`src/rtl/dcfb_pkg.sv`:
```
// ----------------------------------------------------------------------------
// Display command frame builder package
// Shared types, constants and the CRC16 byte update for the frame builder.
// ----------------------------------------------------------------------------
package dcfb_pkg;

  // Longest burst one input can cause: six header bytes, one payload byte
  // and two CRC bytes on a one-byte frame with a two-byte address.
  localparam int FRAME_MAX_BYTES = 9;
  localparam int POS_W           = $clog2(FRAME_MAX_BYTES + 1);

  localparam logic [15:0] CRC_INIT = 16'hFFFF;
  localparam logic [15:0] CRC_POLY = 16'hA001;

  localparam logic [7:0] LEN_EXTRA_REG = 8'd4;
  localparam logic [7:0] LEN_EXTRA_MEM = 8'd5;

  // Frame kinds carried on in_cmd.
  localparam logic [1:0] CMD_WRITE_REG = 2'd0;
  localparam logic [1:0] CMD_READ_REG  = 2'd1;
  localparam logic [1:0] CMD_WRITE_MEM = 2'd2;

  // Configuration register indexes.
  localparam int CFG_IDX_W = 3;
  localparam logic [CFG_IDX_W-1:0] REG_HEADER_FIRST  = 3'd0;
  localparam logic [CFG_IDX_W-1:0] REG_HEADER_SECOND = 3'd1;
  localparam logic [CFG_IDX_W-1:0] REG_CODE_WR_REG   = 3'd2;
  localparam logic [CFG_IDX_W-1:0] REG_CODE_RD_REG   = 3'd3;
  localparam logic [CFG_IDX_W-1:0] REG_CODE_WR_MEM   = 3'd4;

  typedef logic [FRAME_MAX_BYTES-1:0][7:0] frame_bytes_t;

  // One burst of result bytes handed to the output serializer.
  typedef struct packed {
    frame_bytes_t     bytes;
    logic [POS_W-1:0] count;
    logic             ends_frame;
  } frame_load_t;

  // Modbus CRC16 update by one byte, reflected form.
  function automatic logic [15:0] crc_byte(input logic [15:0] crc_in,
                                           input logic [7:0]  data);
    logic [15:0] c;
    c = crc_in ^ {8'h00, data};
    for (int k = 0; k < 8; k++) begin
      if (c[0]) begin
        c = (c >> 1) ^ CRC_POLY;
      end else begin
        c = c >> 1;
      end
    end
    return c;
  endfunction

endpackage

```
`src/rtl/dcfb_serializer.sv`:
```
// ----------------------------------------------------------------------------
// Frame builder output serializer
// Holds one burst of up to nine bytes and sends it one byte per transaction.
// ----------------------------------------------------------------------------
module dcfb_serializer
  import dcfb_pkg::*;
(
  input  logic        clk,
  input  logic        rst_n,
  input  logic        load_valid,
  input  frame_load_t load,
  output logic        can_load,
  output logic        out_valid,
  input  logic        out_ready,
  output logic [7:0]  out_byte,
  output logic        out_frame_end,
  output logic        out_run_last
);

  logic             busy_r, busy_nxt;
  logic [POS_W-1:0] idx_r, idx_nxt;
  logic [POS_W-1:0] count_r;
  logic             ends_frame_r;
  frame_bytes_t     bytes_r;
  logic             at_last;
  logic             out_fire;

  assign at_last  = (idx_r == count_r - POS_W'(1));
  assign out_fire = out_valid && out_ready;
  // The buffer may be refilled in the cycle its last byte leaves.
  assign can_load = !busy_r || (out_fire && at_last);

  assign out_valid     = busy_r;
  assign out_byte      = bytes_r[idx_r];
  assign out_run_last  = at_last;
  assign out_frame_end = at_last && ends_frame_r;

  always_comb begin
    busy_nxt = busy_r;
    idx_nxt  = idx_r;
    if (load_valid && can_load) begin
      busy_nxt = 1'b1;
      idx_nxt  = '0;
    end else if (out_fire) begin
      if (at_last) begin
        busy_nxt = 1'b0;
      end else begin
        idx_nxt = idx_r + POS_W'(1);
      end
    end
  end

  always_ff @(posedge clk) begin
    if (!rst_n) begin
      busy_r <= 1'b0;
      idx_r  <= '0;
    end else begin
      busy_r <= busy_nxt;
      idx_r  <= idx_nxt;
    end
  end

  always_ff @(posedge clk) begin
    if (load_valid && can_load) begin
      bytes_r      <= load.bytes;
      count_r      <= load.count;
      ends_frame_r <= load.ends_frame;
    end
  end

endmodule

```
`src/rtl/display_command_frame_builder_top.sv`:
```
// ----------------------------------------------------------------------------
// Display command frame builder
// Wraps payload bytes into serial display command frames with a CRC16.
// ----------------------------------------------------------------------------
// Each input transaction carries one payload byte. On the first byte of a
// frame the fields in_cmd, in_target and in_payload_count select the frame
// kind, address and length; they are ignored on later bytes. The first byte
// produces the header, length, command code and address bytes followed by
// the payload byte; the last byte is followed by the Modbus CRC16, low byte
// first. Each output transaction carries one byte; out_run_last marks the
// final byte caused by an input and out_frame_end the last CRC byte.
// An accepted input is held in the input register, then its burst is built
// in a single pass into the output buffer, from which its first byte
// appears. The output sends one byte per cycle while out_ready is high; the
// input register takes the next transaction while the burst drains. When
// the receiver stalls, the output holds and the input side fills and then
// deasserts in_ready. Reset restores the default configuration values,
// empties both registers and starts a new frame. Configuration is written
// through cfg_we, cfg_index and cfg_wdata; the user must write it only while
// the block is idle, as the block itself does not enforce this.
// ----------------------------------------------------------------------------
module display_command_frame_builder_top
  import dcfb_pkg::*;
#(
  parameter int MAX_PAYLOAD = 250
)
(
  input  logic                 clk,
  input  logic                 rst_n,
  input  logic                 cfg_we,
  input  logic [CFG_IDX_W-1:0] cfg_index,
  input  logic [7:0]           cfg_wdata,
  input  logic                 in_valid,
  output logic                 in_ready,
  input  logic [1:0]           in_cmd,
  input  logic [15:0]          in_target,
  input  logic [7:0]           in_payload_count,
  input  logic [7:0]           in_payload_byte,
  output logic                 out_valid,
  input  logic                 out_ready,
  output logic [7:0]           out_byte,
  output logic                 out_frame_end,
  output logic                 out_run_last
);

  localparam logic [7:0] MaxCount = 8'(MAX_PAYLOAD);

  // Configuration registers.
  logic [7:0] header_first_r, header_second_r;
  logic [7:0] code_wr_reg_r, code_rd_reg_r, code_wr_mem_r;

  // Input register and values prepared at capture.
  logic        hold_full_r;
  logic        hold_mem_r;
  logic [15:0] hold_target_r;
  logic [7:0]  hold_cnt_r;
  logic [7:0]  hold_len_r;
  logic [7:0]  hold_code_r;
  logic [7:0]  hold_data_r;
  logic [15:0] hold_hcrc_r;

  // Frame state.
  logic [7:0]  bytes_left_r, bytes_left_nxt;
  logic [15:0] crc_acc_r, crc_acc_nxt;

  logic        in_fire;
  logic        load_fire;
  logic        can_load;

  logic        cap_mem;
  logic [7:0]  cap_cnt;
  logic [7:0]  cap_code;
  logic [15:0] cap_hcrc;

  logic             start;
  logic [7:0]       left_now;
  logic [7:0]       left_after;
  logic [15:0]      crc_new;
  logic             done;
  logic [POS_W-1:0] pos;
  frame_load_t      load;

  assign in_fire   = in_valid && in_ready;
  assign load_fire = hold_full_r && can_load;
  assign in_ready  = !hold_full_r || load_fire;

  always_ff @(posedge clk) begin
    if (!rst_n) begin
      header_first_r  <= 8'h5A;
      header_second_r <= 8'hA5;
      code_wr_reg_r   <= 8'h80;
      code_rd_reg_r   <= 8'h81;
      code_wr_mem_r   <= 8'h82;
    end else if (cfg_we) begin
      unique case (cfg_index)
        REG_HEADER_FIRST:  header_first_r  <= cfg_wdata;
        REG_HEADER_SECOND: header_second_r <= cfg_wdata;
        REG_CODE_WR_REG:   code_wr_reg_r   <= cfg_wdata;
        REG_CODE_RD_REG:   code_rd_reg_r   <= cfg_wdata;
        REG_CODE_WR_MEM:   code_wr_mem_r   <= cfg_wdata;
        default: ;
      endcase
    end
  end

  // Frame-head values are worked out for every transaction; they are used
  // only if the transaction turns out to open a frame.
  always_comb begin
    cap_mem = (in_cmd != CMD_WRITE_REG) && (in_cmd != CMD_READ_REG);
    cap_cnt = in_payload_count;
    if (cap_cnt == 8'd0) begin
      cap_cnt = 8'd1;
    end
    if (cap_cnt > MaxCount) begin
      cap_cnt = MaxCount;
    end
    if (in_cmd == CMD_READ_REG) begin
      cap_cnt = 8'd1;
    end
    if (cap_mem) begin
      cap_code = code_wr_mem_r;
    end else if (in_cmd == CMD_READ_REG) begin
      cap_code = code_rd_reg_r;
    end else begin
      cap_code = code_wr_reg_r;
    end
    cap_hcrc = crc_byte(CRC_INIT, cap_code);
    if (cap_mem) begin
      cap_hcrc = crc_byte(cap_hcrc, in_target[15:8]);
    end
    cap_hcrc = crc_byte(cap_hcrc, in_target[7:0]);
  end

  always_ff @(posedge clk) begin
    if (!rst_n) begin
      hold_full_r <= 1'b0;
    end else if (in_fire) begin
      hold_full_r <= 1'b1;
    end else if (load_fire) begin
      hold_full_r <= 1'b0;
    end
  end

  always_ff @(posedge clk) begin
    if (in_fire) begin
      hold_mem_r    <= cap_mem;
      hold_target_r <= in_target;
      hold_cnt_r    <= cap_cnt;
      hold_len_r    <= cap_cnt + (cap_mem ? LEN_EXTRA_MEM : LEN_EXTRA_REG);
      hold_code_r   <= cap_code;
      hold_data_r   <= in_payload_byte;
      hold_hcrc_r   <= cap_hcrc;
    end
  end

  // Burst assembly for the held transaction.
  always_comb begin
    start      = (bytes_left_r == 8'd0);
    left_now   = start ? hold_cnt_r : bytes_left_r;
    left_after = left_now - 8'd1;
    crc_new    = crc_byte(start ? hold_hcrc_r : crc_acc_r, hold_data_r);
    done       = (left_after == 8'd0);
    load       = '0;
    pos        = '0;
    if (start) begin
      load.bytes[0] = header_first_r;
      load.bytes[1] = header_second_r;
      load.bytes[2] = hold_len_r;
      load.bytes[3] = hold_code_r;
      if (hold_mem_r) begin
        load.bytes[4] = hold_target_r[15:8];
        load.bytes[5] = hold_target_r[7:0];
        pos           = POS_W'(6);
      end else begin
        load.bytes[4] = hold_target_r[7:0];
        pos           = POS_W'(5);
      end
    end
    load.bytes[pos] = hold_data_r;
    pos             = pos + POS_W'(1);
    if (done) begin
      load.bytes[pos]              = crc_new[7:0];
      load.bytes[pos + POS_W'(1)]  = crc_new[15:8];
      pos                          = pos + POS_W'(2);
    end
    load.count      = pos;
    load.ends_frame = done;

    bytes_left_nxt = bytes_left_r;
    crc_acc_nxt    = crc_acc_r;
    if (load_fire) begin
      bytes_left_nxt = left_after;
      crc_acc_nxt    = done ? CRC_INIT : crc_new;
    end
  end

  always_ff @(posedge clk) begin
    if (!rst_n) begin
      bytes_left_r <= 8'd0;
      crc_acc_r    <= CRC_INIT;
    end else begin
      bytes_left_r <= bytes_left_nxt;
      crc_acc_r    <= crc_acc_nxt;
    end
  end

  dcfb_serializer u_ser (
    .clk           (clk),
    .rst_n         (rst_n),
    .load_valid    (hold_full_r),
    .load          (load),
    .can_load      (can_load),
    .out_valid     (out_valid),
    .out_ready     (out_ready),
    .out_byte      (out_byte),
    .out_frame_end (out_frame_end),
    .out_run_last  (out_run_last)
  );

  // The CRC byte that closes a frame is always the last byte of its burst.
  a_end_is_last: assert property (@(posedge clk) disable iff (!rst_n)
    out_valid && out_frame_end |-> out_run_last)
    else $error("frame end without run end");

  // The remaining payload count never exceeds MAX_PAYLOAD.
  a_left_bound: assert property (@(posedge clk) disable iff (!rst_n)
    bytes_left_r <= MaxCount)
    else $error("payload count out of range");

  // A burst handed to the output is visible in the next cycle.
  a_load_shows: assert property (@(posedge clk) disable iff (!rst_n)
    load_fire |=> out_valid)
    else $error("loaded burst not presented");

  // Input backpressure only comes from a full input register.
  a_ready_cause: assert property (@(posedge clk) disable iff (!rst_n)
    !in_ready |-> hold_full_r && !can_load)
    else $error("input stalled without cause");

endmodule

```
`config.mk`:
```
export PLATFORM = sky130hd
export DESIGN_NAME = display_command_frame_builder_top
export DESIGN_NICKNAME = d
export VERILOG_FILES = /design/src/rtl/dcfb_pkg.sv /design/src/rtl/dcfb_serializer.sv /design/src/rtl/display_command_frame_builder_top.sv
export SDC_FILE = /design/constraint.sdc
export NUM_CORES = 1
export LEC_CHECK = 0
export BUFFER_PORTS_ARGS = -buffer_cell sky130_fd_sc_hd__clkbuf_2
export CAP_MARGIN = 5
export CORE_MARGIN = 8
export CORE_UTILIZATION = 40
export DETAILED_ROUTE_END_ITERATION = 8
export GPL_ROUTABILITY_DRIVEN = 0
export SLEW_MARGIN = 15
export SYNTH_ARGS = -nofsm -noshare
export SYNTH_HDL_FRONTEND = slang
export SYNTH_SLANG_ARGS = --single-unit
```
`constraint.sdc`:
```
create_clock -name clk -period 5.05 [get_ports clk]
set_input_delay 1.01 -clock clk [delete_from_list [all_inputs] [get_ports clk]]
set_output_delay 1.01 -clock clk [all_outputs]
set_load 0.01 [all_outputs]
```
# Yosys cells after proc, flatten, opt, wreduce, memory -nomap -nowiden

Cells that the tools add are included.

$add $sub $neg: 7
Bitwise logic cells: 38
Equal/unequal tests: 7
Muxes and demuxes: 72
Reduce and logical (&&, ||, !) cells: 29
Order comparisons: 8

Operators with widths:

| kind                  | number |
|---|---|
| $mux W16              | 41 |
| $bwmux W72            | 3 |
| $demux W8 S4          | 3 |
| $mux W8               | 12 |
| $not A2 Y3            | 32 |
| $mux W72              | 1 |
| $mux W48              | 1 |
| $xor A16 B8 Y16       | 3 |
| $bmux W8 S4           | 1 |
| $logic_not A8 Y1      | 3 |
| $lt A4 B5 Y1 const B  | 4 |
| $not A8 Y16           | 1 |
| $mux W14              | 1 |
| $reduce_and A2 Y1     | 7 |
| $add A4 B1 Y4 const B | 3 |
| $ge A4 B1 Y1 const B  | 3 |
| $logic_and A1 B1 Y1   | 9 |
| $add A8 B3 Y8         | 1 |
| $gt A8 B8 Y1 const B  | 1 |
| $reduce_bool A2 Y1    | 4 |
| $sub A8 B1 Y8 const B | 1 |
| $eq A3 B2 Y1 const B  | 2 |
| $mux W1               | 6 |
| $add A4 B2 Y4 const B | 1 |
| other kinds (14)      | 17 |

Output and inout port bits: 12
Bits of input ports: 50
Word-level logic and storage cells: 190
Register bits: 212

# Longest topological paths before layout

Depth after elaboration: 62
Mapped depth: 18
Gate-level depth less buffers: 14

# Hierarchy

From an unflattened synthesis, not the netlist that was laid out.

Cells, all modules: 1121
Area total of the unflattened synthesis: 11643.7 sq um

By module, submodules not included:

| module                            | area each (sq um) | times used | seq. area each (sq um) | cells each |
|---|---|---|---|---|
| display_command_frame_builder_top | 8425.6            | 1          | 3253.1                 | 958 |
| dcfb_serializer                   | 3218.1            | 1          | 2412.3                 | 163 |

# Worst setup path before layout

OpenSTA, ideal clock, no wires.

Kind: register to register
Start point: register u_ser.count_r[0]
End point: register hold_cnt_r[0], enable pin
Required time: 4.541 ns
Path buffers: 0
Clock period less this slack: 5.399 ns
Data arrival time: 4.890 ns
Path slack: -0.349 ns
Stages on the path, launching flop included: 7
Library setup time: 0.509 ns
Cell sequence: edfxtp_1 -> inv_1 -> ha_1 -> xnor2_1 -> nor4_1 -> a21boi_1 -> a21oi_1

Cells in the longest elaborated chain, start to end: 7

Ends and longest elaborated chain:

| element                | RTL line                                 | text |
|---|---|---|
| from (decl)            | dcfb_serializer.sv:22                    | `logic [POS_W-1:0] count_r;` |
| from (signal assigned) | dcfb_serializer.sv:66                    | `count_r <= load.count;` |
| $sub A4 B1 Y4          | dcfb_serializer.sv:28                    | `assign at_last = (idx_r == count_r - POS_W'(1));` |
| $eq A4 B4 Y1           | dcfb_serializer.sv:28                    |  |
| net out_run_last       | display_command_frame_builder_top.sv:43  | `output logic out_run_last` |
| $logic_and A1 B1 Y1    | dcfb_serializer.sv:31                    | `assign can_load = !busy_r \|\| (out_fire && at_last);` |
| $logic_or A1 B1 Y1     | dcfb_serializer.sv:31                    |  |
| $logic_and A1 B1 Y1    | display_command_frame_builder_top.sv:84  | `assign load_fire = hold_full_r && can_load;` |
| $logic_or A1 B1 Y1     | display_command_frame_builder_top.sv:85  | `assign in_ready = !hold_full_r \|\| load_fire;` |
| $logic_and A1 B1 Y1    | display_command_frame_builder_top.sv:83  | `assign in_fire = in_valid && in_ready;` |
| net in_fire            | display_command_frame_builder_top.sv:66  | `logic in_fire;` |
| to (signal assigned)   | display_command_frame_builder_top.sv:148 | `hold_cnt_r <= cap_cnt;` |
| to (decl)              | display_command_frame_builder_top.sv:56  | `logic [7:0] hold_cnt_r;` |

The timed path passes the listed nets, and every way through them passes these cells.
A chain may end at the register's enable or synchronous reset.

==> impl_metrics.env <==
export IMPL_cts_tree="built"
export IMPL_synth_most_common_cell="nand2_1"
export IMPL_die_x_um=183
export IMPL_layout_drive_gt1_share_pct=15.5
export IMPL_post_cts_resized=0
export IMPL_final_min_clock_period_ns=4.56
export IMPL_setup_tns_final_ns=0
export IMPL_drt_initial_drc_count=1081
export IMPL_dp_hpwl_um=23600
export IMPL_hold_path_end="code_rd_reg_r[5]"
export IMPL_synth_warning_count=0
export IMPL_fin_crit_sh_pct=90.3
export IMPL_hold_viol_final=0
export IMPL_htreeDepth=1
export IMPL_rows=61
export IMPL_hold_path_depth=2
export IMPL_drc=0
export IMPL_worstPathCellList="or4_1, nor2_4, a21oi_1, inv_1, ha_1, nor3b_1, o31a_1, o21ai_0, nor4_1, nand2_1, inv_2, nand3_1, mux2i_1, o22ai_1"
export IMPL_regToRegEndpoint="u_ser.bytes_r[10]"
export IMPL_cp_num_buf_inv=2
export IMPL_dp_slack_ns=0.582
export IMPL_nets=1154
export IMPL_slew_viol_final=0
export IMPL_r2r_cells=14
export IMPL_diodes=0
export IMPL_syn_to_final_growth_pct=13.2
export IMPL_cp_start_kind="flip-flop"
export IMPL_ys_seq_area_share_pct=50.6
export IMPL_synth_top_area_cell="edfxtp_1"
export IMPL_route_vias_total=8377
export IMPL_p_per_area_mw_per_mm2=461
export IMPL_holdBufCountCts=0
export IMPL_synth_top_cell_area_share_pct=38.1
export IMPL_initial_core_util_pct=40.4
export IMPL_core_area_mm2=0.0277
export IMPL_arrival_ns=4.79
export IMPL_clk_latency_ns=0.53
export IMPL_clk_pin_slew_ns=0.06
export IMPL_antenna_found_initial=0
export IMPL_hold_start="code_rd_reg_r[5]"
export IMPL_reg2reg_from="bytes_left_r[0]"
export IMPL_grt_pass1_wl_um=48600
export IMPL_yosys_most_used_dff="edfxtp_1"
export IMPL_clock_fmax_mhz=219
export IMPL_first_global_vias=7963
export IMPL_synth_edf_count=142
export IMPL_clock_sinks=212
export IMPL_dieArea_mm2=0.0336
export IMPL_max_slew_margin_pct=25.1
export IMPL_cap_violations=0
export IMPL_root_buffer="clkbuf_16"
export IMPL_placedCellCount=1447
export IMPL_fin_ws_ns=0.490
export IMPL_via_per_inst=5.62
export IMPL_drt_antenna_violating_nets=0
export IMPL_worstPathRequired_ns=5.28
export IMPL_outcome="complete, no violations"
export IMPL_path_max_fanout=22
export IMPL_slowest_stage="or4_1"
export IMPL_synthDistinctLibCells=79
export IMPL_die_h_um=183
export IMPL_syn_nets=1113
export IMPL_yosys_top_cells_area="edfxtp_1 38%, dfxtp_1 13%, mux2i_1 5.4%"
export IMPL_io_buffers=61
export IMPL_cts_buffer_depth=3
export IMPL_use_met1_pct=26.3
export IMPL_grt_usage_pct=18.8
export IMPL_wirelength_um=32400
export IMPL_async_flop_share_pct=0
export IMPL_power_total_w=0.00584
export IMPL_drt_first_pass_iters=6
export IMPL_multi_input_area_mm2=0.00515
export IMPL_wl_per_cell_um=21.7
export IMPL_rsz0062_at_grt="no"
export IMPL_postCtsSetupBuffers=0
export IMPL_critPathTopFamily="simple AND/OR/NAND/NOR gates"
export IMPL_critPathKind="flip-flop to flip-flop"
export IMPL_syn_area_mm2=0.0112
export IMPL_num_fill_cells=2571
export IMPL_final_cells=1491
export IMPL_endpoint_kind="flip-flop"
export IMPL_max_stage_delay_ns=0.74
export IMPL_hold_class="flip-flop to flip-flop"
export IMPL_ff2ff_setup_slack_ns=0.49
export IMPL_ys_ff_latch=212
export IMPL_ir_drop_v=0.000293
export IMPL_syn_inst=1054
export IMPL_use_met2_pct=29.3
export IMPL_power_leakage_nw=4.77
export IMPL_setup_viol=0
export IMPL_synth_common_cells="150 x nand2_1, 142 x edfxtp_1, 88 x nor2_1"
export IMPL_seqCellArea_mm2=0.00567
export IMPL_finalClockSkew_ns=0.0234
export IMPL_gr_total_overflow=0
export IMPL_gr_max_usage_layer="met2"
export IMPL_tightest_slew_ns=1.12
export IMPL_cts_buffers_inserted=24
export IMPL_grt_max_degree=66
export IMPL_grtUsageMet3_pct=3.11
export IMPL_avgSynthCellArea_um2=10.6
export IMPL_io_pins=62
==> cell families (layout without fill, tap and decap cells) <==
| family | Yosys count | in the layout | synth area share, % |
|---|---|---|---|
| compound gates | 216 | 216 | 13.3 |
| xor+xnor | 95 | 95 | 8.33 |
| fa+ha+maj | 9 | 9 | 1.01 |
| buf+inv | 96 | 155 | 3.53 |
| flops | 212 | 212 | 50.6 |
| mux | 80 | 80 | 8.99 |
| simple gates | 346 | 346 | 14.2 |
==> cell type report <==
type | count | share of cell area, %
tap | 378 | 3.73
inverter | 29 | 0.869
sequential | 212 | 44.7
multi-input combinational | 746 | 40.6
clock inverter | 11 | 0.681
clock buffer | 33 | 5.51
timing repair buffer | 82 | 3.85
==> metal layers <==
| layer | share of wire [%] | routed length (um) | up-vias |
|---|---|---|---|
| met1 | 44 | 14300 | 3997 |
| met4 | 3.1 | 1000 | 0 |
| met3 | 8.0 | 2580 | 62 |
| met2 | 45 | 14500 | 403 |
| li1 | - | - | 3915 |
| met5 | 0 | 0 | - |
==> sequential cells by signal (all words and copies together) (netlist names) <==
register	count
bytes_left_r	8
u_ser.out_valid	1
hold_full_r	1
u_ser.idx_r	4
u_ser.ends_frame_r	1
hold_target_r	16
hold_mem_r	1
hold_code_r	8
code_wr_mem_r	8
crc_acc_r	16
hold_cnt_r	8
hold_data_r	8
hold_hcrc_r	16
hold_len_r	8
code_wr_reg_r	8
u_ser.bytes_r	72
code_rd_reg_r	8
header_second_r	8
u_ser.count_r	4
header_first_r	8
==> cells in the final DEF, fill, tap and decap left out, drive strengths merged, types with 7 or more instances in the layout <==
cell type,count
buf,21
xnor2,64
o21ai,41
nand3,30
o22ai,23
o311ai,7
nand4,8
and3,8
nand2,151
dfxtp,70
inv,27
ha,9
a21boi,31
a31oi,8
edfxtp,142
a32oi,8
mux4,16
a221oi,9
a21oi,51
nor2,89
mux2i,60
nor3,13
nor2b,13
xor2,25
clkbuf,94
clkinv,11
and2,9
==> worst reg2reg max path, delay by kind of cell (launching register included) <==
kind,cells,cell delay (ns)
fa+ha+maj,1,0.13
buf+inv,2,0.49
compound gates,4,0.49
simple gates,6,2.50
flops,1,0.38
mux,1,0.31
==> stage by stage <==
stage / utilization, % / hold WS [ns] / cell area [um^2]
6_report: 45.7 / 0.465 / 12700
4_1_cts: 45.7 / 0.465 / 12700
5_1_grt: 45.7 / 0.485 / 12700
3_3_place_gp: 42.9 / 0.448 / 11900
3_5_place_dp: 42.9 / 0.455 / 11900
2_1_floorplan: - / 0.435 / 11200
==> worst max-delay path by stage <==
stage	cells after the start	slack [ns]	end	from
finish	14	0.49	u_ser.bytes_r[10]	bytes_left_r[0]
floorplan	16	1.02	u_ser.bytes_r[25]	bytes_left_r[0]
global placement	14	0.74	u_ser.bytes_r[15]	bytes_left_r[0]
detailed placement	14	0.58	u_ser.bytes_r[15]	bytes_left_r[0]
CTS	14	0.55	u_ser.bytes_r[10]	bytes_left_r[0]
global route	14	0.37	u_ser.bytes_r[15]	bytes_left_r[2]
==> report_power, final <==
part           total [W]  switching (W)  leakage, nW  internal (W)
Clock            0.00172       0.000704        0.393       0.00102
Sequential       0.00219       0.000132         1.95       0.00206
Combinational    0.00193        0.00126         2.43      0.000668
No activity file was read; power rests on OpenSTA's default activity.
